$ cat src/hdl/btmx_pkg.sv
// Shared types and constants of the maximum-XOR trie block.
// No dependencies; imported by the RAM wrapper users, controller, top level and checker.
package btmx_pkg;

   // Trie geometry
   localparam int KEY_BITS   = 32;
   localparam int POOL_NODES = 65536;

   // Derived widths
   localparam int LINK_W  = $clog2(POOL_NODES);
   localparam int USED_W  = $clog2(POOL_NODES + 1);
   localparam int NODE_W  = 2 * LINK_W + KEY_BITS;
   localparam int LVL_W   = $clog2(KEY_BITS + 1);
   localparam int BIT_W   = (KEY_BITS > 1) ? $clog2(KEY_BITS) : 1;
   localparam int FIELD_W = 32;
   localparam int OP_W    = 2;

   // Stream word widths
   localparam int REQ_DATA_W = ((2 * FIELD_W + 7) / 8) * 8;
   localparam int REQ_USER_W = OP_W;
   localparam int RSP_DATA_W = ((FIELD_W + 7) / 8) * 8;
   localparam int RSP_USER_W = 2;

   // Node pool counts
   localparam logic [USED_W-1:0] USED_ONE       = USED_W'(1);
   localparam logic [USED_W-1:0] POOL_COUNT     = USED_W'(POOL_NODES);
   localparam logic [USED_W-1:0] SCAN_THRESHOLD = USED_W'(POOL_NODES - KEY_BITS);

   // Operation codes
   localparam logic [OP_W-1:0] OP_CLEAR  = 2'd0;
   localparam logic [OP_W-1:0] OP_INSERT = 2'd1;
   localparam logic [OP_W-1:0] OP_QUERY  = 2'd2;

   typedef logic [LINK_W-1:0]   link_type;
   typedef logic [KEY_BITS-1:0] key_type;

   // One trie node: two child links (zero = absent) and the subtree minimum
   typedef struct packed {
      link_type link1;
      link_type link0;
      key_type  min_key;
   } node_type;

   // Node pool access from the controller
   typedef struct packed {
      link_type rd_addr_a;
      link_type rd_addr_b;
      logic     wr_en;
      link_type wr_addr;
      node_type wr_data;
   } mem_req_type;

   // Finished result from the controller
   typedef struct packed {
      logic               valid;
      logic [FIELD_W-1:0] max_xor;
      logic               found;
      logic               pool_full;
   } result_type;

endpackage

$ cat src/hdl/btmx_ctrl.sv
// Sequencer of the trie: clear, insert (with optional capacity scan) and query walks.
// Depends on btmx_pkg; drives two node pool copies with one shared write port.
module btmx_ctrl
   import btmx_pkg::*;
(
   input  logic               clock,
   input  logic               reset,
   input  logic               req_valid,
   output logic               req_ready,
   input  logic [OP_W-1:0]    req_op,
   input  logic [FIELD_W-1:0] req_key,
   input  logic [FIELD_W-1:0] req_limit,
   input  node_type           rd_data_a,
   input  node_type           rd_data_b,
   output mem_req_type        mem_req,
   input  logic               res_free,
   output result_type         result
);

   typedef enum logic [6:0] {
      ST_INIT   = 7'b0000001,
      ST_IDLE   = 7'b0000010,
      ST_Q_ROOT = 7'b0000100,
      ST_Q_WALK = 7'b0001000,
      ST_I_SCAN = 7'b0010000,
      ST_I_WALK = 7'b0100000,
      ST_RESULT = 7'b1000000
   } state_type;

   state_type          state_ff, state_in;
   logic [LVL_W-1:0]   lvl_ff, lvl_in;
   key_type            key_ff, key_in;
   logic [FIELD_W-1:0] limit_ff, limit_in;
   logic [USED_W-1:0]  used_ff, used_in;
   link_type           cur_ff, cur_in;
   logic               alloc_ff, alloc_in;
   link_type           qlink0_ff, qlink0_in;
   link_type           qlink1_ff, qlink1_in;
   key_type            xor_ff, xor_in;
   logic               found_ff, found_in;
   logic               full_ff, full_in;

   logic [BIT_W-1:0]  bit_idx;
   logic              key_bit;
   logic [USED_W-1:0] free_nodes;

   // Insert walk signals
   node_type cur_node;
   node_type wr_node;
   logic     is_root;
   logic     take_key;
   link_type next_link;
   logic     need_alloc;
   link_type child;

   // Capacity scan signals
   link_type scan_link;
   logic     scan_full;

   // Query walk signals
   link_type alt_idx;
   node_type alt_node;
   node_type keep_node;
   logic     take_alt;
   node_type chosen;
   logic     root_reject;

   // Bit of the key that selects the branch at this level
   assign bit_idx    = BIT_W'(lvl_ff - LVL_W'(1));
   assign key_bit    = key_ff[bit_idx];
   assign free_nodes = POOL_COUNT - used_ff;

   // Insert: update the node on the path, link or allocate its child
   always_comb begin
      cur_node   = alloc_ff ? node_type'{link1: '0, link0: '0, min_key: key_ff} : rd_data_a;
      is_root    = (lvl_ff == LVL_W'(KEY_BITS));
      take_key   = is_root ? ((used_ff == USED_ONE) || (key_ff < cur_node.min_key))
                           : (key_ff < cur_node.min_key);
      next_link  = key_bit ? cur_node.link1 : cur_node.link0;
      need_alloc = (next_link == '0);
      child      = need_alloc ? used_ff[LINK_W-1:0] : next_link;
      wr_node    = cur_node;
      if (take_key) begin
         wr_node.min_key = key_ff;
      end
      if (lvl_ff != '0) begin
         if (key_bit) begin
            wr_node.link1 = child;
         end else begin
            wr_node.link0 = child;
         end
      end
   end

   // Capacity scan: nodes still missing below this level versus free nodes
   assign scan_link = key_bit ? rd_data_a.link1 : rd_data_a.link0;
   assign scan_full = (scan_link == '0) && (USED_W'(lvl_ff) > free_nodes);

   // Query: prefer the child opposite to the value bit if it holds a key within limit
   assign alt_idx     = key_bit ? qlink0_ff : qlink1_ff;
   assign alt_node    = key_bit ? rd_data_a : rd_data_b;
   assign keep_node   = key_bit ? rd_data_b : rd_data_a;
   assign take_alt    = (alt_idx != '0) && (FIELD_W'(alt_node.min_key) <= limit_ff);
   assign chosen      = take_alt ? alt_node : keep_node;
   assign root_reject = (used_ff == USED_ONE) || (FIELD_W'(rd_data_a.min_key) > limit_ff);

   // Next-state and datapath control
   always_comb begin
      state_in  = state_ff;
      lvl_in    = lvl_ff;
      key_in    = key_ff;
      limit_in  = limit_ff;
      used_in   = used_ff;
      cur_in    = cur_ff;
      alloc_in  = alloc_ff;
      qlink0_in = qlink0_ff;
      qlink1_in = qlink1_ff;
      xor_in    = xor_ff;
      found_in  = found_ff;
      full_in   = full_ff;
      mem_req   = '0;
      req_ready = 1'b0;
      result    = '0;

      unique case (state_ff)
         ST_INIT: begin
            // Empty the root once after reset
            mem_req.wr_en = 1'b1;
            used_in       = USED_ONE;
            state_in      = ST_IDLE;
         end
         ST_IDLE: begin
            req_ready = 1'b1;
            if (req_valid) begin
               key_in   = req_key[KEY_BITS-1:0];
               limit_in = req_limit;
               lvl_in   = LVL_W'(KEY_BITS);
               cur_in   = '0;
               alloc_in = 1'b0;
               xor_in   = '0;
               found_in = 1'b0;
               full_in  = 1'b0;
               case (req_op)
                  OP_CLEAR: begin
                     mem_req.wr_en = 1'b1;
                     used_in       = USED_ONE;
                     state_in      = ST_RESULT;
                  end
                  OP_INSERT: begin
                     state_in = (used_ff > SCAN_THRESHOLD) ? ST_I_SCAN : ST_I_WALK;
                  end
                  OP_QUERY: begin
                     state_in = ST_Q_ROOT;
                  end
                  default: begin
                     state_in = ST_RESULT;
                  end
               endcase
            end
         end
         ST_I_SCAN: begin
            // Count missing nodes along the path before touching anything
            if ((scan_link == '0) || (lvl_ff == LVL_W'(1))) begin
               if (scan_full) begin
                  full_in  = 1'b1;
                  state_in = ST_RESULT;
               end else begin
                  lvl_in   = LVL_W'(KEY_BITS);
                  state_in = ST_I_WALK;
               end
            end else begin
               mem_req.rd_addr_a = scan_link;
               lvl_in            = lvl_ff - LVL_W'(1);
            end
         end
         ST_I_WALK: begin
            // Write back the current node, then advance to its child
            mem_req.wr_en   = 1'b1;
            mem_req.wr_addr = cur_ff;
            mem_req.wr_data = wr_node;
            if (lvl_ff == '0) begin
               state_in = ST_RESULT;
            end else begin
               mem_req.rd_addr_a = child;
               cur_in            = child;
               lvl_in            = lvl_ff - LVL_W'(1);
               if (need_alloc) begin
                  used_in  = used_ff + USED_W'(1);
                  alloc_in = 1'b1;
               end
            end
         end
         ST_Q_ROOT: begin
            if (root_reject) begin
               state_in = ST_RESULT;
            end else begin
               mem_req.rd_addr_a = rd_data_a.link0;
               mem_req.rd_addr_b = rd_data_a.link1;
               qlink0_in         = rd_data_a.link0;
               qlink1_in         = rd_data_a.link1;
               state_in          = ST_Q_WALK;
            end
         end
         ST_Q_WALK: begin
            // Decide one result bit, fetch both children of the chosen node
            xor_in[bit_idx] = take_alt;
            if (lvl_ff == LVL_W'(1)) begin
               found_in = 1'b1;
               state_in = ST_RESULT;
            end else begin
               mem_req.rd_addr_a = chosen.link0;
               mem_req.rd_addr_b = chosen.link1;
               qlink0_in         = chosen.link0;
               qlink1_in         = chosen.link1;
               lvl_in            = lvl_ff - LVL_W'(1);
            end
         end
         ST_RESULT: begin
            // Hold until the output register can take the word
            result.valid     = 1'b1;
            result.max_xor   = FIELD_W'(xor_ff);
            result.found     = found_ff;
            result.pool_full = full_ff;
            if (res_free) begin
               state_in = ST_IDLE;
            end
         end
         default: begin
            state_in = ST_INIT;
         end
      endcase
   end

   // Control registers
   always_ff @(posedge clock) begin
      if (reset) begin
         state_ff <= ST_INIT;
         used_ff  <= USED_ONE;
         lvl_ff   <= '0;
         alloc_ff <= 1'b0;
      end else begin
         state_ff <= state_in;
         used_ff  <= used_in;
         lvl_ff   <= lvl_in;
         alloc_ff <= alloc_in;
      end
   end

   // Payload registers
   always_ff @(posedge clock) begin
      key_ff    <= key_in;
      limit_ff  <= limit_in;
      cur_ff    <= cur_in;
      qlink0_ff <= qlink0_in;
      qlink1_ff <= qlink1_in;
      xor_ff    <= xor_in;
      found_ff  <= found_in;
      full_ff   <= full_in;
   end

endmodule

$ cat config.mk
export PLATFORM = sky130hd
export DESIGN_NAME = btmx_ctrl
export DESIGN_NICKNAME = d
export VERILOG_FILES = /design/src/hdl/btmx_pkg.sv /design/src/hdl/btmx_ctrl.sv
export SDC_FILE = /design/constraint.sdc
export NUM_CORES = 1
export LEC_CHECK = 0
export BUFFER_PORTS_ARGS = -buffer_cell sky130_fd_sc_hd__buf_2
export CORE_ASPECT_RATIO = 1.1
export CORE_MARGIN = 4
export CORE_UTILIZATION = 51
export CTS_CLUSTER_DIAMETER = 30
export DETAILED_ROUTE_END_ITERATION = 6
export HOLD_SLACK_MARGIN = 0.08
export PLACE_DENSITY = 0.77
export SLEW_MARGIN = 10
export SYNTH_ARGS = -nofsm -noshare
export SYNTH_HDL_FRONTEND = slang
export SYNTH_SLANG_ARGS = --single-unit
$ cat constraint.sdc
create_clock -name clock -period 6.4 [get_ports clock]
set_clock_uncertainty 0.2 [all_clocks]
set_input_delay 0.32 -clock clock [delete_from_list [all_inputs] [get_ports clock]]
set_output_delay 0.32 -clock clock [all_outputs]
set_load 0.005 [all_outputs]
### Word-level counts from Yosys, hierarchy flattened

Cells that the tools add are included.

* register bits: 177
* bits in latches: 0
* bits in writable memories: 0
* memory bits (read-only): 0
* input port bits: 198
* output and inout port bits: 149
* word-level logic and storage cells: 146
* memories kept: 0

* add/subtract/negate cells: 3
* $mul: 0
* divide/modulo/power cells: 0
* order comparisons: 7
* eq/ne operators: 24
* shift operators: 0
* multiplexer cells: 71
* bitwise operators: 0
* reductions and logical operators: 29

Operator list (number)
* $mux 64: 4
* $mux 16: 14
* $mux 32: 5
* $pmux 16 s2: 4
* $mux 80: 1
* $mux 17: 4
* $pmux 16 s4: 1
* $pmux 32 s2: 1
* $pmux 17 s3: 1
* $mux 7: 7
* $pmux 7 s7: 1
* $mux 6: 6
* $mux 35: 1
* $bwmux 32: 1
* $gt 32x32->1: 1
* $le 32x32->1: 1
* $logic_not 16->1: 2
* $lt 32x32->1: 1
* $pmux 6 s4: 1
* $ne 2x2->1 const B: 10
* $add 17x1->17 const B: 1
* $eq 17x1->1 const B: 1
* $gt 17x16->1 const B: 1
* $gt 6x17->1: 1
* 36 further kinds: 63

### Depth between registers and ports, before layout

Gate-level depths: netlist of the first run.

* word-level depth: 9
* depth in mapped cells: 26
* gate-level depth less buffers: 19

### Worst setup path after synthesis of the first run

OpenSTA, ideal clock, no wires.

* path type: reg2reg
* start: register lvl_ff[0]
* end: register qlink0_ff[0] (data pin)
* setup time: 0.262 ns
* data arrival time: 5.378 ns
* data required time: 5.938 ns
* setup slack: 0.560 ns
* stages on the path, launching flop included: 24
* path buffers: 7
* period minus slack after synthesis: 5.840 ns
* cell sequence: dfxtp_1 buf_6 buf_6 inv_1 ha_1 clkbuf_1 mux4_2 mux2i_1 o221ai_4 nor2_8 buf_2 buf_2 mux2_2 ha_1 nand4_1 nor4_1 o311ai_0 and4b_1 o21a_1 mux2i_1 and4bb_1 buf_2 buf_6 mux2_1

* longest elaborated chain between the ends: 9
* elaborated cells between the ends (all ways): 12
* classes of those cells: add/sub: 1; order compare: 1; mux: 8; reduce/logical: 2

Ends and longest elaborated chain
* start, declared: line btmx_ctrl.sv:31 `logic [LVL_W-1:0] lvl_ff, lvl_in;`
* start signal, assigned: line btmx_ctrl.sv:244 `lvl_ff <= lvl_in;`
* $sub 6x1->6 *
* $bmux 1 s5 *: line btmx_ctrl.sv:70 `assign key_bit = key_ff[bit_idx];`
* $mux 1 (not written as such) *: line btmx_ctrl.sv:70
* $mux 64 or $mux 16 (tied branches): line btmx_ctrl.sv:101, btmx_ctrl.sv:100
* $le 32x32->1 or $reduce_bool 16->1 (tied branches): line btmx_ctrl.sv:103 `assign take_alt = (alt_idx != '0) && (FIELD_W'(alt_node.min_key) <= limit_ff);`
* $logic_and 1x1->1: line btmx_ctrl.sv:103
* $mux 64 *: line btmx_ctrl.sv:104 `assign chosen = take_alt ? alt_node : keep_node;`
* $mux 16 *: line btmx_ctrl.sv:207 `if (lvl_ff == LVL_W'(1)) begin`
* $pmux 16 s2 *: line btmx_ctrl.sv:125 `unique case (state_ff)`
* via qlink0_in[0]: line btmx_ctrl.sv:37 `link_type qlink0_ff, qlink0_in;`
* end signal, assigned: line btmx_ctrl.sv:254 `qlink0_ff <= qlink0_in;`
* end, declared: line btmx_ctrl.sv:37

Mark *: on every way through the listed nets, which the timed path passes. The rest lies on a longest branch. The select of a mux whose other input is x is not followed.
A chain may end at the register's enable or synchronous reset.

==> metrics.csv, run 1 <==
metric;value;unit
min_from;res_free;
cp-start-kind;flop;
end_kind;output port;
drc;0;
drt-wirelength-per-cell;21.5;µm
crit_arrival;5.61;ns
p_leak;7.32;nW
synth_flop_cell;edfxtp_1;
crit_fanout;32;
worstHoldEndpoint;state_ff[1];
ys_seq_area_share;37.5;%
hold_depth;3;
grt_max_degree;66;
synth_fp_nets;1694;
timing.final.crit_period;6.13;ns
drt_wl_total;46.6;mm
synth_seq_cells;177;
worst_hold_slack;0.0917;ns
postSynthAreaPerCell;9.66;µm²
fp.coreArea;25600;µm²
worstPathRequired;5.88;ns
post-route-period-util;95.7;%
hold_path_class;in -> reg;
grt_pass1_wl;70.6;mm
vias_per_cell;6.10;
status;completed;
hold_violations;0;
dpl.cell_count;2014;
layout-drive-gt1-share;26.6;%
vias;13216;
dp_hpwl;34.0;mm
fin_ws;0.274;ns
cts_tree;yes;
drtPass1Iterations;6;
fill_cells;1968;
regToRegStartpoint;lvl_ff[2];
finalSetupViolCount;0;
drtIter0Drc;1315;
grt_pass1_vias;12981;
stdcell_count;2165;
nets;2116;
final_common_cell;buf_2;
gp_congestion;0.965;
path_class;reg -> out;
clk_pin_slew;0.08;ns
yosys_warnings;0;
syn_inst;1383;
rrSetupSlack;0.61;ns
peakVddDrop;0.000207;V
post-synth-top-area-cell;edfxtp_1;
cts-root-buf;clkbuf_16;
clk_path_buf_depth;2;
grt_usage;31.1;%
reg2reg_depth;18;
async_flop_share;0;%
ios;347;
tns;0;ns
initial_utilization;52.3;%
die_w;162;µm
dieArea;28900;µm²
worstSkewPairLatency;0.43;ns
synth_top_area_share;32.8;%
synth-edff-count;146;
final_area;17200;µm²
report.final.slew_viol_count;0;
total_power;2.86;mW
gr-total-overflow;0;
synth_area;13400;µm²
drtAntennaViolNets;0;
p_per_area;166;nW/µm²
antenna_found_initial;1;
place_ws;0.352;ns
io_buffers;346;
fp.dieH;178;µm
tightest_slew;1.29;ns
ys_types;83;
synth_area_leaders;edfxtp_1 33%, ha_1 11%, dfxtp_1 4.6%;
r2r-end;qlink0_ff[9];
max_freq;0.163;GHz
numCtsBuffers;17;
drv_cap;0;
layout_common_cells;346 x buf_2, 146 x edfxtp_1, 123 x nor2_1, 112 x dlygate4sd3_1, 111 x ha_1;
slew_headroom;14.1;%
syn_to_final_growth;28.9;%
htreeDepth;4;
final_util;67.4;%
num_rows;61;
clkSinkCount;177;
placed_area;15400;µm²
-- cells by family (layout without fill, tap and decap cells) --
| group | count (synthesis) | after routing | synth area share (%) |
|---|---|---|---|
| compound gates | 320 | 320 | 16.9 |
| xor+xnor | 24 | 24 | 1.63 |
| mux | 123 | 123 | 10.6 |
| other cells | 0 | 1 | 0 |
| flops | 177 | 177 | 37.5 |
| buf+inv | 139 | 572 | 4.43 |
| simple gates | 487 | 489 | 18.3 |
| fa+ha+maj | 113 | 113 | 10.6 |
-- critical path, cell delays in order (launching register included) --
cell and delay, ns:
dfxtp_1 0.75, or3_1 0.27, nor3_1 0.09, a31oi_2 0.39
o221ai_4 0.25, buf_4 0.21, nor2_4 0.28, mux2_2 0.38
ha_1 0.29, a21o_1 0.12, nand3_1 0.07, a21oi_1 0.38
o31ai_1 0.12, and4b_2 0.29, o21ai_0 0.21, mux2i_1 0.14
and2_1 0.18, buf_6 0.18, a221o_1 0.42, buf_2 0.15
-- synth_stat cells (8+ instances only) --
master	n
edfxtp_1	146
mux2_1	30
buf_2	20
nand2_1	106
ha_1	113
xnor2_1	18
and2_1	71
mux2i_1	51
nand3_1	23
nand4_1	27
o211ai_1	8
mux2_2	33
nor2b_1	8
nor3_1	54
o21ai_0	33
a22o_1	48
a221o_1	16
dfxtp_1	31
a21o_1	15
and3_1	9
clkbuf_1	53
a21oi_1	79
nor4_1	29
mux4_2	8
o21ai_1	21
inv_1	51
nor2_1	124
a211oi_1	42
-- where the power goes --
part | internal, mW | switching (mW) | total (mW)
clock | 0.598 | 0.494 | 1.09
sequential | 1.28 | 0.0213 | 1.30
combinational | 0.204 | 0.257 | 0.461
-- final cells by class --
type                            instances  area [µm²]  area share [%]
Multi-Input combinational cell       1069        7880            45.7
Sequential cell                       177        5010            29.1
Timing Repair Buffer                  488        3110            18.1
Clock buffer                           20         447            2.59
Tap cell                              346         433            2.51
Inverter                               52         195            1.13
Clock inverter                         12         151           0.879
Antenna cell                            1        2.50          0.0145
-- metal layers --
layer  track usage [%]  vias to the layer above  wire (µm)
met1              37.2                     6151      17400
li1                  -                     6070          -
met4              16.0                        0       2670
met3              5.55                      171       4230
met2              53.5                      824      22300
met5                 0                        -          0
-- how the worst max path moves through the flow --
stage               startpoint             to  slack [ns]
floorplan            lvl_ff[0]   qlink0_ff[0]        0.56
global placement     lvl_ff[0]  qlink1_ff[15]        0.54
detailed placement   lvl_ff[0]   qlink0_ff[5]        0.35
CTS                  lvl_ff[0]   mem_req[100]        0.03
global route         lvl_ff[0]   mem_req[100]       -0.06
finish               lvl_ff[2]   mem_req[100]        0.27
-- state kept, by name (all words and copies together), names as in the netlist, 6 cells and up --
name	count
state_ff	7
lvl_ff	6
cur_ff	16
xor_ff	32
limit_ff	32
qlink0_ff	16
key_ff	32
qlink1_ff	16
used_ff	17
-- repair_timing --
| action | in CTS | in global routing |
|---|---|---|
| hold buffers | 112 | 0 |
| endpoints found under the hold margin | 99 | 0 |
| cloned | 2 | 0 |
| pin swaps | 2 | 2 |
| gates resized for setup | 1 | 12 |
| buffers inserted | 0 | 4 |
| endpoints found under the setup margin | 30 | 38 |
No activity file was read; power rests on OpenSTA's default activity.
==> inputs of run 2 (changes only) <==
--- a/config.mk
+++ b/config.mk
@@ -6,13 +6,15 @@
 export NUM_CORES = 1
 export LEC_CHECK = 0
 export BUFFER_PORTS_ARGS = -buffer_cell sky130_fd_sc_hd__buf_2
+export CELL_PAD_IN_SITES_DETAIL_PLACEMENT = 1
+export CELL_PAD_IN_SITES_GLOBAL_PLACEMENT = 1
 export CORE_ASPECT_RATIO = 1.1
 export CORE_MARGIN = 4
-export CORE_UTILIZATION = 51
+export CORE_UTILIZATION = 41
 export CTS_CLUSTER_DIAMETER = 30
 export DETAILED_ROUTE_END_ITERATION = 6
 export HOLD_SLACK_MARGIN = 0.08
-export PLACE_DENSITY = 0.77
+export PLACE_DENSITY_LB_ADDON = 0.1
 export SLEW_MARGIN = 10
 export SYNTH_ARGS = -nofsm -noshare
 export SYNTH_HDL_FRONTEND = slang
==> run 2 against run 1 <==
Net effect: sequential cell count stayed put; maximum frequency decreased by 0.64%; sequential share of layout area is 0.35 points lower; critical endpoint is now mem_req[104]; wire length is 10% higher; worst hold slack improved by 0.019 ns; cell area is 1.2% higher; clock-buffer cell count down 3.
==> metrics.csv, run 2 (synthesis results as in run 1) <==
metric;value;unit;change
grt_pass1_vias;13748;;+5.9%
num_rows;69;;+13%
hold_depth;2;;-1
switching_share;28.6;%;+1.5 points
p_per_area;164;nW/µm²;-1.0%
p_leak;7.38;nW;+0.78%
cp-start-kind;flop;;
layout-drive-gt1-share;26.5;%;-0.094 points
htreeDepth;4;;unchanged
total_power;2.86;mW;+0.18%
drt-wirelength-per-cell;22.7;µm;+5.4%
drt_wl_total;51.2;mm;+10%
grt_usage;27.7;%;-3.4 points
cts_tree;yes;;
max_freq;0.162;GHz;-0.64%
drc;0;;unchanged
clk_pin_slew;0.09;ns;about the same
final_common_cell;buf_2;;
end_kind;output port;;
hold_path_class;in -> reg;;
power.switching;817;µW;+5.8%
hold_violations;0;;unchanged
grt_pass1_wl;78.5;mm;+11%
reg.largest.list;key_ff (32), limit_ff (32), xor_ff (32);;
ios;347;;unchanged
clkSinkCount;177;;unchanged
status;completed;;
regToRegStartpoint;lvl_ff[0];;
initial_utilization;41.5;%;-11 points
report.final.slew_viol_count;0;;unchanged
rrSetupSlack;0.55;ns;-0.06 ns
drtPass1Iterations;5;;-1
crit_fanout;32;;unchanged
peakVddDrop;0.000114;V;-45%
gr-total-overflow;0;;unchanged
worstSkewPairLatency;0.45;ns;+0.02 ns
path_class;reg -> out;;
antenna_found_initial;1;;unchanged
post-route-period-util;96.3;%;+0.62 points
tightest_slew;1.18;ns;-0.107 ns
drtAntennaViolNets;0;;unchanged
worst_path_largest_cell_delay;0.60;ns;-0.15 ns
worstHoldEndpoint;qlink1_ff[2];;
vias;13089;;-0.96%
slew_headroom;21.4;%;+7.3 points
dieArea;35500;µm²;+23%
r2r-end;qlink0_ff[15];;
path_delay_family;compound AO/OA/AOI/OAI gates;;
p_comb_share;16.4;%;+0.2 points
crit_chain;buf_4, mux4_2, nand2_1, a21o_1, o221ai_4, buf_4, nor2_4, buf_4, mux2_2, ha_1, nand4_1, nor2_1, o311ai_0, and4b_1, o21a_1, mux2i_1, o21ai_2, buf_4, a221o_1, buf_2;;
clk_path_buf_depth;2;;unchanged
io_buffers;346;;unchanged
p_clk_share;38.1;%;-0.2 points
nets;2130;;+0.66%
min_from;rd_data_a[50];;
die_w;180;µm;+11%
grt_max_degree;66;;unchanged
final_util;54.1;%;-13 points
p_int;2.04;mW;-1.9%
drv_cap;0;;unchanged
finalSetupViolCount;0;;unchanged
cpMostUsedCell;buf_4;;
syn_to_final_growth;30.4;%;
layout_common_cells;346 x buf_2, 146 x edfxtp_1, 125 x dlygate4sd3_1, 123 x nor2_1, 111 x ha_1;;
fp.coreArea;32200;µm²;+26%
reg2reg_depth;19;;+1
numCtsBuffers;17;;unchanged
crit_arrival;5.65;ns;+0.04 ns
crit_buf_inv;5;;+2
cts-root-buf;clkbuf_16;;
drtIter0Drc;854;;-35%
timing.final.crit_period;6.17;ns;+0.0396 ns
sequentialPowerShare;45.5;%;about the same
gp_congestion;0.903;;-6.5%
dp_hpwl;37.4;mm;+10%
tns;0;ns;unchanged
vias_per_cell;5.79;;-5.1%
fp.dieH;197;µm;+11%
worstPathRequired;5.88;ns;about the same
cp_slowest_cell;mux4_2;;
==> run 2: changes by cell type in the layout (fill, tap and decap cells not counted), moves of 2 or more <==
cell,delta
dlygate4sd3_1,+13
buf_4,+3
inv_8,+2
clkbuf_1,-2
inv_6,+2
==> run 2: how the worst max path moves through the flow <==
stage,start,end,slack (ns),cells past startpoint
6_report,lvl_ff[0],mem_req[104],0.23,20
4_1_cts,lvl_ff[0],mem_req[100],0.004,19
2_1_floorplan,lvl_ff[0],qlink0_ff[0],0.56,23
3_3_place_gp,lvl_ff[1],qlink1_ff[15],0.39,19
3_5_place_dp,lvl_ff[1],qlink0_ff[15],0.21,19
5_1_grt,lvl_ff[0],mem_req[104],-0.02,21
==> run 2: per-layer routing <==
layer | vias up | GRT usage [%] | part of all wire, %
li1 | 6086 | - | -
met1 | 6388 | 34.3 | 41
met2 | 511 | 48.5 | 49
met3 | 102 | 5.41 | 5.8
met4 | 2 | 10.0 | 3.5
met5 | - | 0 | 0.014
==> run 2: area by class of cell <==
class                      count  area [µm²]
clock inverter                15         165
tap                          426         533
antenna                        1        2.50
timing repair buffer         502        3230
multi-input combinational   1069        7870
inverter                      52         195
sequential                   177        5010
clock buffer                  17         425
fill                        3666       14800
==> run 2: repair_timing <==
item | in CTS | in global routing
setup buffers | 0 | 8
pin swaps | 1 | 4
hold buffers | 124 | 1
gates resized for setup | 2 | 7
endpoints found under the setup margin | 32 | 32
cloned | 1 | 1
hold endpoints to repair | 103 | 1
==> run 2: stage by stage <==
step / hold slack, ns / worst slack (ns) / area [µm²] / cells
floorplan: 0.219 / 0.560 / 13400 / 1383
finish: 0.111 / 0.234 / 17400 / 2259
global route: 0.0821 / -0.0181 / 17400 / 2258
detailed placement: 0.298 / 0.211 / 15400 / 2091
global placement: 0.296 / 0.388 / 15400 / 2091
CTS: 0.0834 / 0.00351 / 17300 / 2248
==> run 2: power by group through the flow <==
stage,Sequential [mW],Clock [mW],Combinational (mW)
6_report,1.30,1.09,0.469
5_1_grt,1.30,1.16,0.515
4_1_cts,1.30,1.11,0.458
3_5_place_dp,1.33,0,0.397
3_3_place_gp,1.33,0,0.383
2_1_floorplan,1.32,0,0.216
